### config.mk
export PLATFORM = sky130hd
export DESIGN_NAME = sample_record_delta_decoder
export DESIGN_NICKNAME = d
export VERILOG_FILES = /design/src/rtl/srdd_pkg.sv /design/src/rtl/srdd_front.sv /design/src/rtl/srdd_cmd_queue.sv /design/src/rtl/srdd_back.sv /design/src/rtl/sample_record_delta_decoder.sv
export SDC_FILE = /design/constraint.sdc
export NUM_CORES = 2
export LEC_CHECK = 0
export BUFFER_PORTS_ARGS = -buffer_cell sky130_fd_sc_hd__buf_2
export CORE_UTILIZATION = 50
export DETAILED_ROUTE_END_ITERATION = 16
export PLACE_DENSITY = 0.66
export SETUP_SLACK_MARGIN = 0.3
export SLEW_MARGIN = 20
export SYNTH_ARGS = -nofsm -noshare
export SYNTH_HDL_FRONTEND = slang
export SYNTH_SLANG_ARGS = --single-unit
export TNS_END_PERCENT = 5
### constraint.sdc
create_clock -name clk -period 11 [get_ports clk]
set_clock_uncertainty 0.1 [all_clocks]
set_input_delay 2.75 -clock clk [delete_from_list [all_inputs] [get_ports clk]]
set_output_delay 2.75 -clock clk [all_outputs]
set_load 0.02 [all_outputs]
### src/rtl/srdd_pkg.sv
// Package for the sample record delta decoder.
// Holds item types, result kinds, command codes and queue sizes.
// No dependencies.
package srdd_pkg;

	localparam int CMD_DEPTH = 4;
	localparam int CMD_AW    = $clog2(CMD_DEPTH);
	localparam int OUT_DEPTH = 4;
	localparam int OUT_AW    = $clog2(OUT_DEPTH);

	localparam logic [2:0] KIND_SAMPLE    = 3'd0;
	localparam logic [2:0] KIND_END_OK    = 3'd1;
	localparam logic [2:0] KIND_BAD_TYPE  = 3'd2;
	localparam logic [2:0] KIND_TRUNC     = 3'd3;
	localparam logic [2:0] KIND_OVERFLOW  = 3'd4;

	localparam logic [7:0] SAMPLES_TYPE   = 8'd2;

	localparam logic [3:0] OP_SET_BREF     = 4'd0;
	localparam logic [3:0] OP_SET_BLOG     = 4'd1;
	localparam logic [3:0] OP_SET_BTIME    = 4'd2;
	localparam logic [3:0] OP_SET_DREF     = 4'd3;
	localparam logic [3:0] OP_SET_DLOG     = 4'd4;
	localparam logic [3:0] OP_SET_DTIME    = 4'd5;
	localparam logic [3:0] OP_SAMPLE_BASE  = 4'd6;
	localparam logic [3:0] OP_SAMPLE_DELTA = 4'd7;
	localparam logic [3:0] OP_END_OK       = 4'd8;
	localparam logic [3:0] OP_ERROR        = 4'd9;

	typedef struct packed {
		logic [7:0] data_byte;
		logic       end_of_record;
	} in_item_t;

	typedef struct packed {
		logic [2:0]         kind;
		logic [63:0]        series_ref;
		logic [63:0]        log_id;
		logic signed [63:0] timestamp;
		logic [63:0]        value_bits;
		logic               last_of_item;
	} out_item_t;

	typedef struct packed {
		logic [3:0]  op;
		logic [63:0] word;
		logic        end_mark;
		logic [2:0]  kind;
	} cmd_t;

endpackage

### src/rtl/srdd_front.sv
// Front end: parses record bytes into words, varint deltas and commands.
// Depends on srdd_pkg.
module srdd_front (
	input  logic             clk,
	input  logic             arst_n,
	input  logic             take,
	input  srdd_pkg::in_item_t item,
	output logic             cmd_valid,
	output srdd_pkg::cmd_t   cmd
);
	import srdd_pkg::*;

	localparam logic [3:0] PH_TYPE      = 4'd0;
	localparam logic [3:0] PH_BASE_REF  = 4'd1;
	localparam logic [3:0] PH_BASE_LOG  = 4'd2;
	localparam logic [3:0] PH_BASE_TIME = 4'd3;
	localparam logic [3:0] PH_BASE_VAL  = 4'd4;
	localparam logic [3:0] PH_D_REF     = 4'd5;
	localparam logic [3:0] PH_D_LOG     = 4'd6;
	localparam logic [3:0] PH_D_TIME    = 4'd7;
	localparam logic [3:0] PH_VAL       = 4'd8;

	logic [3:0]  phase_q, phase_d;
	logic [3:0]  count_q, count_d;
	logic [63:0] acc_q, acc_d;
	logic        drop_q, drop_d;

	logic [7:0]  b;
	logic        e;
	logic [63:0] acc_shift, acc_or, zz;
	logic [5:0]  shamt;
	logic        word_done, fixed_ph, varint_ph;
	logic        err;
	logic [2:0]  err_kind;

	assign b         = item.data_byte;
	assign e         = item.end_of_record;
	assign acc_shift = {acc_q[55:0], b};
	assign shamt     = 6'(7 * count_q);
	assign acc_or    = acc_q | (64'(b[6:0]) << shamt);
	assign zz        = (acc_or >> 1) ^ {64{acc_or[0]}};
	assign word_done = (count_q == 4'd7);
	assign fixed_ph  = (phase_q == PH_BASE_REF) || (phase_q == PH_BASE_LOG) ||
	                   (phase_q == PH_BASE_TIME) || (phase_q == PH_BASE_VAL) ||
	                   (phase_q == PH_VAL);
	assign varint_ph = (phase_q == PH_D_REF) || (phase_q == PH_D_LOG) ||
	                   (phase_q == PH_D_TIME);

	always_comb begin
		phase_d   = phase_q;
		count_d   = count_q;
		acc_d     = acc_q;
		drop_d    = drop_q;
		cmd_valid = 1'b0;
		cmd       = '0;
		err       = 1'b0;
		err_kind  = KIND_TRUNC;
		if (take) begin
			priority if (drop_q) begin
				if (e) begin
					drop_d  = 1'b0;
					phase_d = PH_TYPE;
				end
			end else if (phase_q == PH_TYPE) begin
				if (b != SAMPLES_TYPE) begin
					err      = 1'b1;
					err_kind = KIND_BAD_TYPE;
				end else if (e) begin
					cmd_valid = 1'b1;
					cmd.op    = OP_END_OK;
				end else begin
					phase_d = PH_BASE_REF;
					count_d = '0;
					acc_d   = '0;
				end
			end else if (fixed_ph) begin
				if (!word_done) begin
					count_d = count_q + 4'd1;
					acc_d   = acc_shift;
					err     = e;
				end else begin
					count_d  = '0;
					acc_d    = '0;
					cmd.word = acc_shift;
					unique case (phase_q)
						PH_BASE_REF: begin
							cmd.op    = OP_SET_BREF;
							cmd_valid = !e;
							err       = e;
							phase_d   = PH_BASE_LOG;
						end
						PH_BASE_LOG: begin
							cmd.op    = OP_SET_BLOG;
							cmd_valid = !e;
							err       = e;
							phase_d   = PH_BASE_TIME;
						end
						PH_BASE_TIME: begin
							cmd.op    = OP_SET_BTIME;
							cmd_valid = !e;
							err       = e;
							phase_d   = PH_BASE_VAL;
						end
						default: begin
							cmd.op       = (phase_q == PH_BASE_VAL) ? OP_SAMPLE_BASE
							                                        : OP_SAMPLE_DELTA;
							cmd.end_mark = e;
							cmd_valid    = 1'b1;
							phase_d      = e ? PH_TYPE : PH_D_REF;
						end
					endcase
				end
			end else if (varint_ph) begin
				if (count_q == 4'd9 && b[7]) begin
					err      = 1'b1;
					err_kind = KIND_OVERFLOW;
				end else if (b[7]) begin
					count_d = count_q + 4'd1;
					acc_d   = acc_or;
					err     = e;
				end else if (e) begin
					err = 1'b1;
				end else begin
					count_d   = '0;
					acc_d     = '0;
					cmd_valid = 1'b1;
					cmd.word  = zz;
					unique case (phase_q)
						PH_D_REF: begin
							cmd.op  = OP_SET_DREF;
							phase_d = PH_D_LOG;
						end
						PH_D_LOG: begin
							cmd.op  = OP_SET_DLOG;
							phase_d = PH_D_TIME;
						end
						default: begin
							cmd.op  = OP_SET_DTIME;
							phase_d = PH_VAL;
						end
					endcase
				end
			end else begin
				phase_d = PH_TYPE;
			end
			if (err) begin
				cmd_valid = 1'b1;
				cmd       = '0;
				cmd.op    = OP_ERROR;
				cmd.kind  = err_kind;
				phase_d   = PH_TYPE;
				count_d   = '0;
				acc_d     = '0;
				drop_d    = !e;
			end
		end
	end

	always_ff @(posedge clk or negedge arst_n) begin
		if (!arst_n) begin
			phase_q <= PH_TYPE;
			count_q <= '0;
			acc_q   <= '0;
			drop_q  <= 1'b0;
		end else begin
			phase_q <= phase_d;
			count_q <= count_d;
			acc_q   <= acc_d;
			drop_q  <= drop_d;
		end
	end

	assert property (@(posedge clk) disable iff (!arst_n) drop_q |-> phase_q == PH_TYPE)
		else $error("dropping outside type phase");
	assert property (@(posedge clk) disable iff (!arst_n) count_q <= 4'd9)
		else $error("byte count out of range");

endmodule

### src/rtl/srdd_cmd_queue.sv
// Short command queue between front end and back end.
// Depends on srdd_pkg.
module srdd_cmd_queue (
	input  logic           clk,
	input  logic           arst_n,
	input  logic           wr,
	input  srdd_pkg::cmd_t wdata,
	output logic           full,
	input  logic           rd,
	output logic           valid,
	output srdd_pkg::cmd_t rdata
);
	import srdd_pkg::*;

	cmd_t            mem_q [CMD_DEPTH];
	logic [CMD_AW-1:0] wp_q, rp_q;
	logic [CMD_AW:0]   cnt_q;
	logic              do_rd;

	assign full  = (cnt_q == (CMD_AW+1)'(CMD_DEPTH));
	assign valid = (cnt_q != '0);
	assign rdata = mem_q[rp_q];
	assign do_rd = rd && valid;

	always_ff @(posedge clk) begin
		if (wr) begin
			mem_q[wp_q] <= wdata;
		end
	end

	always_ff @(posedge clk or negedge arst_n) begin
		if (!arst_n) begin
			wp_q  <= '0;
			rp_q  <= '0;
			cnt_q <= '0;
		end else begin
			if (wr) begin
				wp_q <= wp_q + 1'b1;
			end
			if (do_rd) begin
				rp_q <= rp_q + 1'b1;
			end
			cnt_q <= cnt_q + (CMD_AW+1)'(wr) - (CMD_AW+1)'(do_rd);
		end
	end

	assert property (@(posedge clk) disable iff (!arst_n) !(wr && full))
		else $error("command queue overrun");

endmodule

### src/rtl/srdd_back.sv
// Back end: holds base words and deltas, builds results, result queue.
// Depends on srdd_pkg.
module srdd_back (
	input  logic              clk,
	input  logic              arst_n,
	input  logic              cmd_valid,
	input  srdd_pkg::cmd_t    cmd,
	output logic              cmd_pop,
	output logic              empty,
	input  logic              pop,
	output srdd_pkg::out_item_t result
);
	import srdd_pkg::*;

	logic [63:0] bref_q, blog_q, btime_q, dref_q, dlog_q, dtime_q;
	logic        second_q, second_d;

	out_item_t         oq_q [OUT_DEPTH];
	logic [OUT_AW-1:0] wp_q, rp_q;
	logic [OUT_AW:0]   cnt_q;
	logic              space, wr, do_rd, is_base;
	out_item_t         res;
	logic [63:0]       sum_ref, sum_log, sum_time;

	assign space    = (cnt_q != (OUT_AW+1)'(OUT_DEPTH));
	assign empty    = (cnt_q == '0);
	assign result   = oq_q[rp_q];
	assign do_rd    = pop && !empty;
	assign is_base  = (cmd.op == OP_SAMPLE_BASE);
	assign sum_ref  = is_base ? bref_q  : bref_q  + dref_q;
	assign sum_log  = is_base ? blog_q  : blog_q  + dlog_q;
	assign sum_time = is_base ? btime_q : btime_q + dtime_q;

	always_comb begin
		wr       = 1'b0;
		cmd_pop  = 1'b0;
		second_d = second_q;
		res      = '0;
		if (cmd_valid) begin
			unique case (cmd.op)
				OP_SET_BREF, OP_SET_BLOG, OP_SET_BTIME,
				OP_SET_DREF, OP_SET_DLOG, OP_SET_DTIME: begin
					cmd_pop = 1'b1;
				end
				OP_SAMPLE_BASE, OP_SAMPLE_DELTA: begin
					if (space) begin
						wr = 1'b1;
						if (second_q) begin
							res.kind         = KIND_END_OK;
							res.last_of_item = 1'b1;
							cmd_pop          = 1'b1;
							second_d         = 1'b0;
						end else begin
							res.kind         = KIND_SAMPLE;
							res.series_ref   = sum_ref;
							res.log_id       = sum_log;
							res.timestamp    = sum_time;
							res.value_bits   = cmd.word;
							res.last_of_item = !cmd.end_mark;
							cmd_pop          = !cmd.end_mark;
							second_d         = cmd.end_mark;
						end
					end
				end
				OP_END_OK: begin
					if (space) begin
						wr               = 1'b1;
						res.kind         = KIND_END_OK;
						res.last_of_item = 1'b1;
						cmd_pop          = 1'b1;
					end
				end
				OP_ERROR: begin
					if (space) begin
						wr               = 1'b1;
						res.kind         = cmd.kind;
						res.last_of_item = 1'b1;
						cmd_pop          = 1'b1;
					end
				end
				default: begin
					cmd_pop = 1'b1;
				end
			endcase
		end
	end

	always_ff @(posedge clk) begin
		if (cmd_pop) begin
			unique case (cmd.op)
				OP_SET_BREF:  bref_q  <= cmd.word;
				OP_SET_BLOG:  blog_q  <= cmd.word;
				OP_SET_BTIME: btime_q <= cmd.word;
				OP_SET_DREF:  dref_q  <= cmd.word;
				OP_SET_DLOG:  dlog_q  <= cmd.word;
				OP_SET_DTIME: dtime_q <= cmd.word;
				default: ;
			endcase
		end
		if (wr) begin
			oq_q[wp_q] <= res;
		end
	end

	always_ff @(posedge clk or negedge arst_n) begin
		if (!arst_n) begin
			second_q <= 1'b0;
			wp_q     <= '0;
			rp_q     <= '0;
			cnt_q    <= '0;
		end else begin
			second_q <= second_d;
			if (wr) begin
				wp_q <= wp_q + 1'b1;
			end
			if (do_rd) begin
				rp_q <= rp_q + 1'b1;
			end
			cnt_q <= cnt_q + (OUT_AW+1)'(wr) - (OUT_AW+1)'(do_rd);
		end
	end

	assert property (@(posedge clk) disable iff (!arst_n)
		second_q |-> cmd_valid && cmd.end_mark &&
		(cmd.op == OP_SAMPLE_BASE || cmd.op == OP_SAMPLE_DELTA))
		else $error("pending end status without its sample command");
	assert property (@(posedge clk) disable iff (!arst_n)
		cnt_q <= (OUT_AW+1)'(OUT_DEPTH))
		else $error("result queue overrun");
	assert property (@(posedge clk) disable iff (!arst_n)
		wr && res.kind == KIND_SAMPLE && cmd.end_mark |=> second_q)
		else $error("end status lost after final sample");

endmodule

### src/rtl/sample_record_delta_decoder.sv
// Top level of the sample record delta decoder.
// Depends on srdd_pkg, srdd_front, srdd_cmd_queue and srdd_back.
//
//   channel   handshake          payload
//   input     push / full        item   (data_byte, end_of_record)
//   result    empty / pop        result (kind, series_ref, log_id,
//                                        timestamp, value_bits, last_of_item)
//
// One byte is accepted per cycle unless full is high; the front end parses it
// in that cycle. The back end writes one result per cycle while the result
// queue has room; the end-marked value byte gives a sample, then end status.
// A 4-entry command queue and a 4-entry result queue sit between the parts.
// full rises when the command queue is full; the back end holds while the
// result queue is full. Reset empties both queues and expects a type byte.
module sample_record_delta_decoder (
	input  logic                clk,
	input  logic                arst_n,
	input  logic                push,
	output logic                full,
	input  srdd_pkg::in_item_t  item,
	output logic                empty,
	input  logic                pop,
	output srdd_pkg::out_item_t result
);
	import srdd_pkg::*;

	logic take, f_valid, q_valid, q_pop;
	cmd_t f_cmd, q_cmd;

	assign take = push && !full;

	srdd_front u_front (
		.clk       (clk),
		.arst_n    (arst_n),
		.take      (take),
		.item      (item),
		.cmd_valid (f_valid),
		.cmd       (f_cmd)
	);

	srdd_cmd_queue u_queue (
		.clk    (clk),
		.arst_n (arst_n),
		.wr     (f_valid),
		.wdata  (f_cmd),
		.full   (full),
		.rd     (q_pop),
		.valid  (q_valid),
		.rdata  (q_cmd)
	);

	srdd_back u_back (
		.clk       (clk),
		.arst_n    (arst_n),
		.cmd_valid (q_valid),
		.cmd       (q_cmd),
		.cmd_pop   (q_pop),
		.empty     (empty),
		.pop       (pop),
		.result    (result)
	);

endmodule

# Yosys cells after proc, flatten, opt, wreduce, memory -nomap -nowiden

Memories as Yosys holds them, arrays and structs flattened.
Cells that the tools add are included.

$lt $le $gt $ge: 0
$add $sub $neg: 12
Shift-type cells: 1
Equality and inequality tests: 32
Multiplexer cells: 108
Divide/modulo/power cells: 0
Bitwise operators: 2
Reductions and logical operators: 32
$mul: 1

Operators by type and width:

| operator              | number |
|---|---|
| $mux W64              | 13 |
| $mux W260             | 2 |
| $mux W256             | 2 |
| $mux W68              | 5 |
| $add A64 B64 Y64      | 3 |
| $mux W72              | 2 |
| $mux W69              | 2 |
| $mux W4               | 25 |
| $mux W65              | 1 |
| $or A64 B64 Y64       | 1 |
| $shl A7 B6 Y64        | 1 |
| $xor A63 B64 Y64      | 1 |
| $mux W1               | 42 |
| $eq A4 B3 Y1 const B  | 9 |
| $pmux W4 S3           | 2 |
| $mux W3               | 7 |
| $ne A6 B4 Y1 const B  | 3 |
| $eq A4 B2 Y1 const B  | 4 |
| $eq A4 B4 Y1 const B  | 4 |
| $reduce_and A2 Y1     | 6 |
| $ne A3 B3 Y1 const B  | 3 |
| $pmux W3 S3           | 1 |
| $add A2 B1 Y2 const B | 4 |
| $eq A4 B1 Y1 const B  | 2 |
| other kinds (26)      | 43 |

RAM bits: 1328
Input bits: 13
Memories kept: 2
Register bits: 472
Bits in read-only memories: 0
Logic and storage cells: 207
Bits in latches: 0

Memories:

| memory        | words | width | rd ports | clocked after Yosys merged registers in | wr ports | RTL line             | RTL |
|---|---|---|---|---|---|---|---|
| u_back.oq_q   | 4     | 260   | 1        | 0                                       | 1        | srdd_back.sv:18      | `out_item_t oq_q [OUT_DEPTH];` |
| u_queue.mem_q | 4     | 72    | 1        | 0                                       | 1        | srdd_cmd_queue.sv:15 | `cmd_t mem_q [CMD_DEPTH];` |

# Logic depth before layout (Yosys ltp)

Depth after elaboration: 13
Depth in mapped cells: 15
Mapped depth without buffers: 14

# Cells and area by module

From an unflattened synthesis, not the netlist that was laid out.

Cells, all modules: 5522
Area, all modules: 81640.8 um^2

Modules (own cells, without submodules):

| module                      | instances | cells an instance | seq. area each (um^2) | area each (um^2) |
|---|---|---|---|---|
| srdd_back                   | 1         | 4056              | 42961.2               | 63259.4 |
| srdd_cmd_queue              | 1         | 411               | 8823.5                | 10796.6 |
| srdd_front                  | 1         | 1054              | 1826.8                | 7571.0 |
| sample_record_delta_decoder | 1         | 1                 | 0.0                   | 13.8 |

# Worst setup path before layout

OpenSTA, ideal clock, no wires.

Kind: register to register
From: register u_queue.rp_q[0]
To: memory u_back.oq_q[0][0] (netlist bit), enable pin
Path slack: 2486 ps
Period minus slack after synthesis: 8514 ps
Arrival time: 7760 ps
Cell stages (with the launch flop): 6
Data required time: 10246 ps
Buffers on the path: 1
Path through: dfrtp_1 > buf_2 > mux4_2 > nor3b_1 > o21a_1 > and2_1

Longest elaborated chain between the ends: 7
Elaborated cells between the ends (all ways): 10
Classes of those cells: eq/ne: 4; mux: 4; reduce/logical: 1; memory: 1

RTL lines:

| element                                             | RTL line             | RTL |
|---|---|---|
| start, declared                                     | srdd_cmd_queue.sv:16 | `logic [CMD_AW-1:0] wp_q, rp_q;` |
| start signal, assigned                              | srdd_cmd_queue.sv:41 | `rp_q <= rp_q + 1'b1;` |
| $mem_v2 Z4 W72 (*)                                  | --                   |  |
| $eq A4 B3 Y1 / $eq A4 B4 Y1 (equally long branches) | srdd_back.sv:40      | `unique case (cmd.op)` |
| $reduce_or A4 Y1 (no line) (*)                      | --                   |  |
| $mux W1 (*)                                         | --                   |  |
| $mux W1 (*)                                         | srdd_back.sv:39      | `if (cmd_valid) begin` |
| via u_back.wr                                       | srdd_back.sv:21      | `logic space, wr, do_rd, is_base;` |
| $mux W1 (*)                                         | srdd_back.sv:100     | `if (wr) begin` |
| $mux W1 (not written as such) (*)                   | srdd_back.sv:101     | `oq_q[wp_q] <= res;` |
| end, declared                                       | srdd_back.sv:18      |  |

The timed path passes the listed nets; every way through them passes the cells marked *.

==> flow_summary.json <==
{
  "grt_max_degree": 137,
  "hp-class": "flop to flop",
  "setup_violations": 0,
  "clock_path_buffers": 3,
  "fp.dieW_um": 405,
  "crit_fanout": 104,
  "netlist_area_um2": 81200,
  "max_slew_margin_pct": 21.6,
  "grtUsageTotal_pct": 24.7,
  "crit_arrival_ns": 3.87,
  "critPathLaunchType": "flop",
  "port_buffers": 274,
  "ant_nets": 0,
  "hold_violations": 0,
  "cts_buffers": 183,
  "rsz0062_at_grt": "false",
  "clock-sinks": 1800,
  "via_per_inst": 6.10,
  "synth_edf_count": 1712,
  "drive_gt1_share_pct": 17.1,
  "ys_seq_elements": 1800,
  "synth_cells": 5536,
  "netlist_top_cells_area": "edfxtp_1 (63%), mux4_2 (9.2%), ha_1 (3.2%)",
  "routed-via-count": 49100,
  "totalPowerFinal_uw": 25500,
  "leakage_uw": 0.0313,
  "wl_per_cell_um": 25.3,
  "required_ns": 8.15,
  "drt_iter0_drc": 5067,
  "cts_tree": "built",
  "drc": 0,
  "fin_crit_sh_pct": 61.0,
  "root_buffer": "clkbuf_16",
  "clkLatencyLatePin_ns": 0.83,
  "core_um2": 161000,
  "synth_top_area_share_pct": 63.3,
  "multi_input_area_um2": 26200,
  "max_freq_mhz": 149,
  "slew_viol_final": 0,
  "path_clk_slew_ns": 0.05,
  "min_from": "u_queue.cnt_q[2]$_DFF_PN0_",
  "hpwl_um": 134000,
  "synthDistinctLibCells": 88,
  "place_congestion": 0.946,
  "num-fill-cells": 12600,
  "drt-total-wl_um": 204000,
  "ys_warn_count": 0,
  "crit_path_end_kind": "output port",
  "gr-total-overflow": 0,
  "power.density_nw_per_um2": 280,
  "h-tree-depth": 4,
  "grt_pass1_wl_um": 304000,
  "die-area_um2": 164000,
  "hold_buffers": 0,
  "area_growth_pct": 11.9,
  "crit_start": "u_back.rp_q[0]$_DFFE_PN0P_",
  "register_area_um2": 53600,
  "peakVddDrop_v": 0.000236,
  "grt_pass1_vias": 47600,
  "r2r_start": "u_front.count_q[0]$_DFFE_PN0P_",
  "dr.pass1.iters": 8,
  "cts_resized": 0,
  "yosysTopAreaCell": "edfxtp_1",
  "nets": 5972,
  "synth_seq_area_share_pct": 66.0,
  "ys.flop_type": "edfxtp_1",
  "antenna_found_initial": 20,
  "status": "finished clean",
  "ios": 275,
  "syn-num-nets": 5768,
  "crit_type": "flop to output port",
  "min_period_ns": 6.72,
  "async_reset_ff_share_pct": 4.89,
  "num_rows": 147,
  "floorplan.initialDensity_pct": 50.5,
  "cap_viol_max_count": 0,
  "die_y_um": 405,
  "syn_area_per_cell_um2": 14.7,
  "tightest_slew_ns": 1.17,
  "fin_setup_tns_ns": 0,
  "post_cts_buffers": 0
}
-- stage by stage --
step / utilization, % / hold slack (ns) / worst slack, ns / instance area (um2) / instances
floorplan: - / 0.368 / 2.49 / 81200 / 5536
global placement: 52.7 / 0.384 / 3.97 / 84800 / 7715
detailed placement: 52.7 / 0.398 / 3.91 / 84800 / 7715
CTS: 56.5 / 0.411 / 4.16 / 90900 / 8054
global route: 56.5 / 0.426 / 3.97 / 90900 / 8054
finish: 56.5 / 0.402 / 4.28 / 90900 / 8057
-- worst max-delay path, cell delays in order (launching register included) --
cell and delay [ns]:
dfrtp_4 0.92, buf_4 0.45, buf_12 0.53, mux4_2 0.66, buf_2 0.19
-- sequential cells by signal (all words and copies together), names as in the netlist, 3 cells and up --
name	flops
u_queue.mem_q	288
u_front.acc_q	64
u_back.blog_q	64
u_back.bref_q	64
u_queue.cnt_q	3
u_back.oq_q	1040
u_back.dlog_q	64
u_front.count_q	4
u_back.btime_q	64
u_back.dtime_q	64
u_back.cnt_q	3
u_back.dref_q	64
u_front.phase_q	4
-- synthesized netlist by cell type, types with 10 or more instances --
cell type and count:
o211ai_1 19, nand4_1 51, xnor2_1 177, nand3_1 64
nor2b_1 21, o31ai_1 18, a211oi_1 100, ha_1 210
o21bai_1 46, mux4_2 332, clkbuf_1 212, nor2_1 331
and3_1 14, nand2b_1 17, buf_2 25, o21ai_0 258
nor4_1 15, or2_2 16, o22ai_1 11, edfxtp_1 1712
a21boi_0 11, xor2_1 70, or3_1 10, and2_1 85
a21oi_1 472, inv_1 77, dfrtp_1 88, a221oi_1 13
mux2i_1 15, a21o_1 97, a31oi_1 89, nor3_1 110
buf_1 73, nand2_1 491, o21a_1 23
-- final timing paths --
kind	cells after the start	end	slack (ns)
worst max-delay path	4	result[215]	4.28
min in group asynchronous	1	u_back.cnt_q[1]$_DFF_PN0_	1.74
worst max register to register	12	u_queue.mem_q[3][53]$_DFFE_PP_	5.40
worst min-delay path	1	u_queue.cnt_q[2]$_DFF_PN0_	0.40
max in group asynchronous	2	u_front.acc_q[1]$_DFFE_PN0P_	7.75
worst min register to register	1	u_queue.cnt_q[2]$_DFF_PN0_	0.40
-- power by group --
group | switching (uW) | internal [uW] | leakage (uW) | total (uW)
registers | 492 | 9450 | 0.0170 | 9940
logic | 6090 | 3210 | 0.0113 | 9310
clock network | 2670 | 3540 | 0.00293 | 6210
total | 9260 | 16200 | 0.0313 | 25500
-- kinds of logic (layout without fill, tap and decap cells) --
kind of cell	after synthesis	count (layout)	share of synthesized area [%]
buffers and inverters	389	747	1.84
multiplexers	356	356	9.52
flip-flops	1800	1800	66.0
AO/OA/AOI/OAI	1261	1261	9.46
XOR/XNOR	247	247	2.66
AND/OR/NAND/NOR	1264	1264	7.04
adder cells (fa/ha/maj)	219	219	3.46
other	0	3	0
-- layout by cell type, fill, tap and decap left out, drive strengths merged, types with 15 or more instances in the layout --
master  netlist  final
mux4        332    332
ha          210    210
inv          77     85
o211ai       20     20
a211oi      100    100
buf          99    330
xor2         70     70
nor4         15     15
a21oi       473    473
nor3        110    110
nand3        65     65
bufinv        0     17
and2         85     85
o21bai       46     46
o21ai       265    265
nor2        332    332
mux2i        15     15
a21o         97     97
nand2       492    492
nand4        52     52
clkinv        1     81
nand2b       17     17
edfxtp     1712   1712
or2          18     18
o31ai        19     19
clkbuf      212    223
xnor2       177    177
o21a         23     23
a31oi        89     89
dfrtp        88     88
nor2b        21     21
-- layer usage --
metal / GRT usage, % / vias up / share of wire, %
met3: 3.49 / 291 / 7.2
met4: 5.95 / 2 / 2.1
met2: 38.4 / 1847 / 47
met5: 0 / - / 0.0064
li1: - / 22000 / -
met1: 36.8 / 25000 / 44
-- final cells by class --
class,count,area share [%]
inverter,78,0.322
sequential,1800,59.0
multi-input combinational,3347,28.9
clock inverter,116,1.46
tap,2160,2.97
timing repair buffer,330,2.10
antenna,3,0.00826
clock buffer,223,5.26
Note: power is estimated with default switching activity, not from simulation.
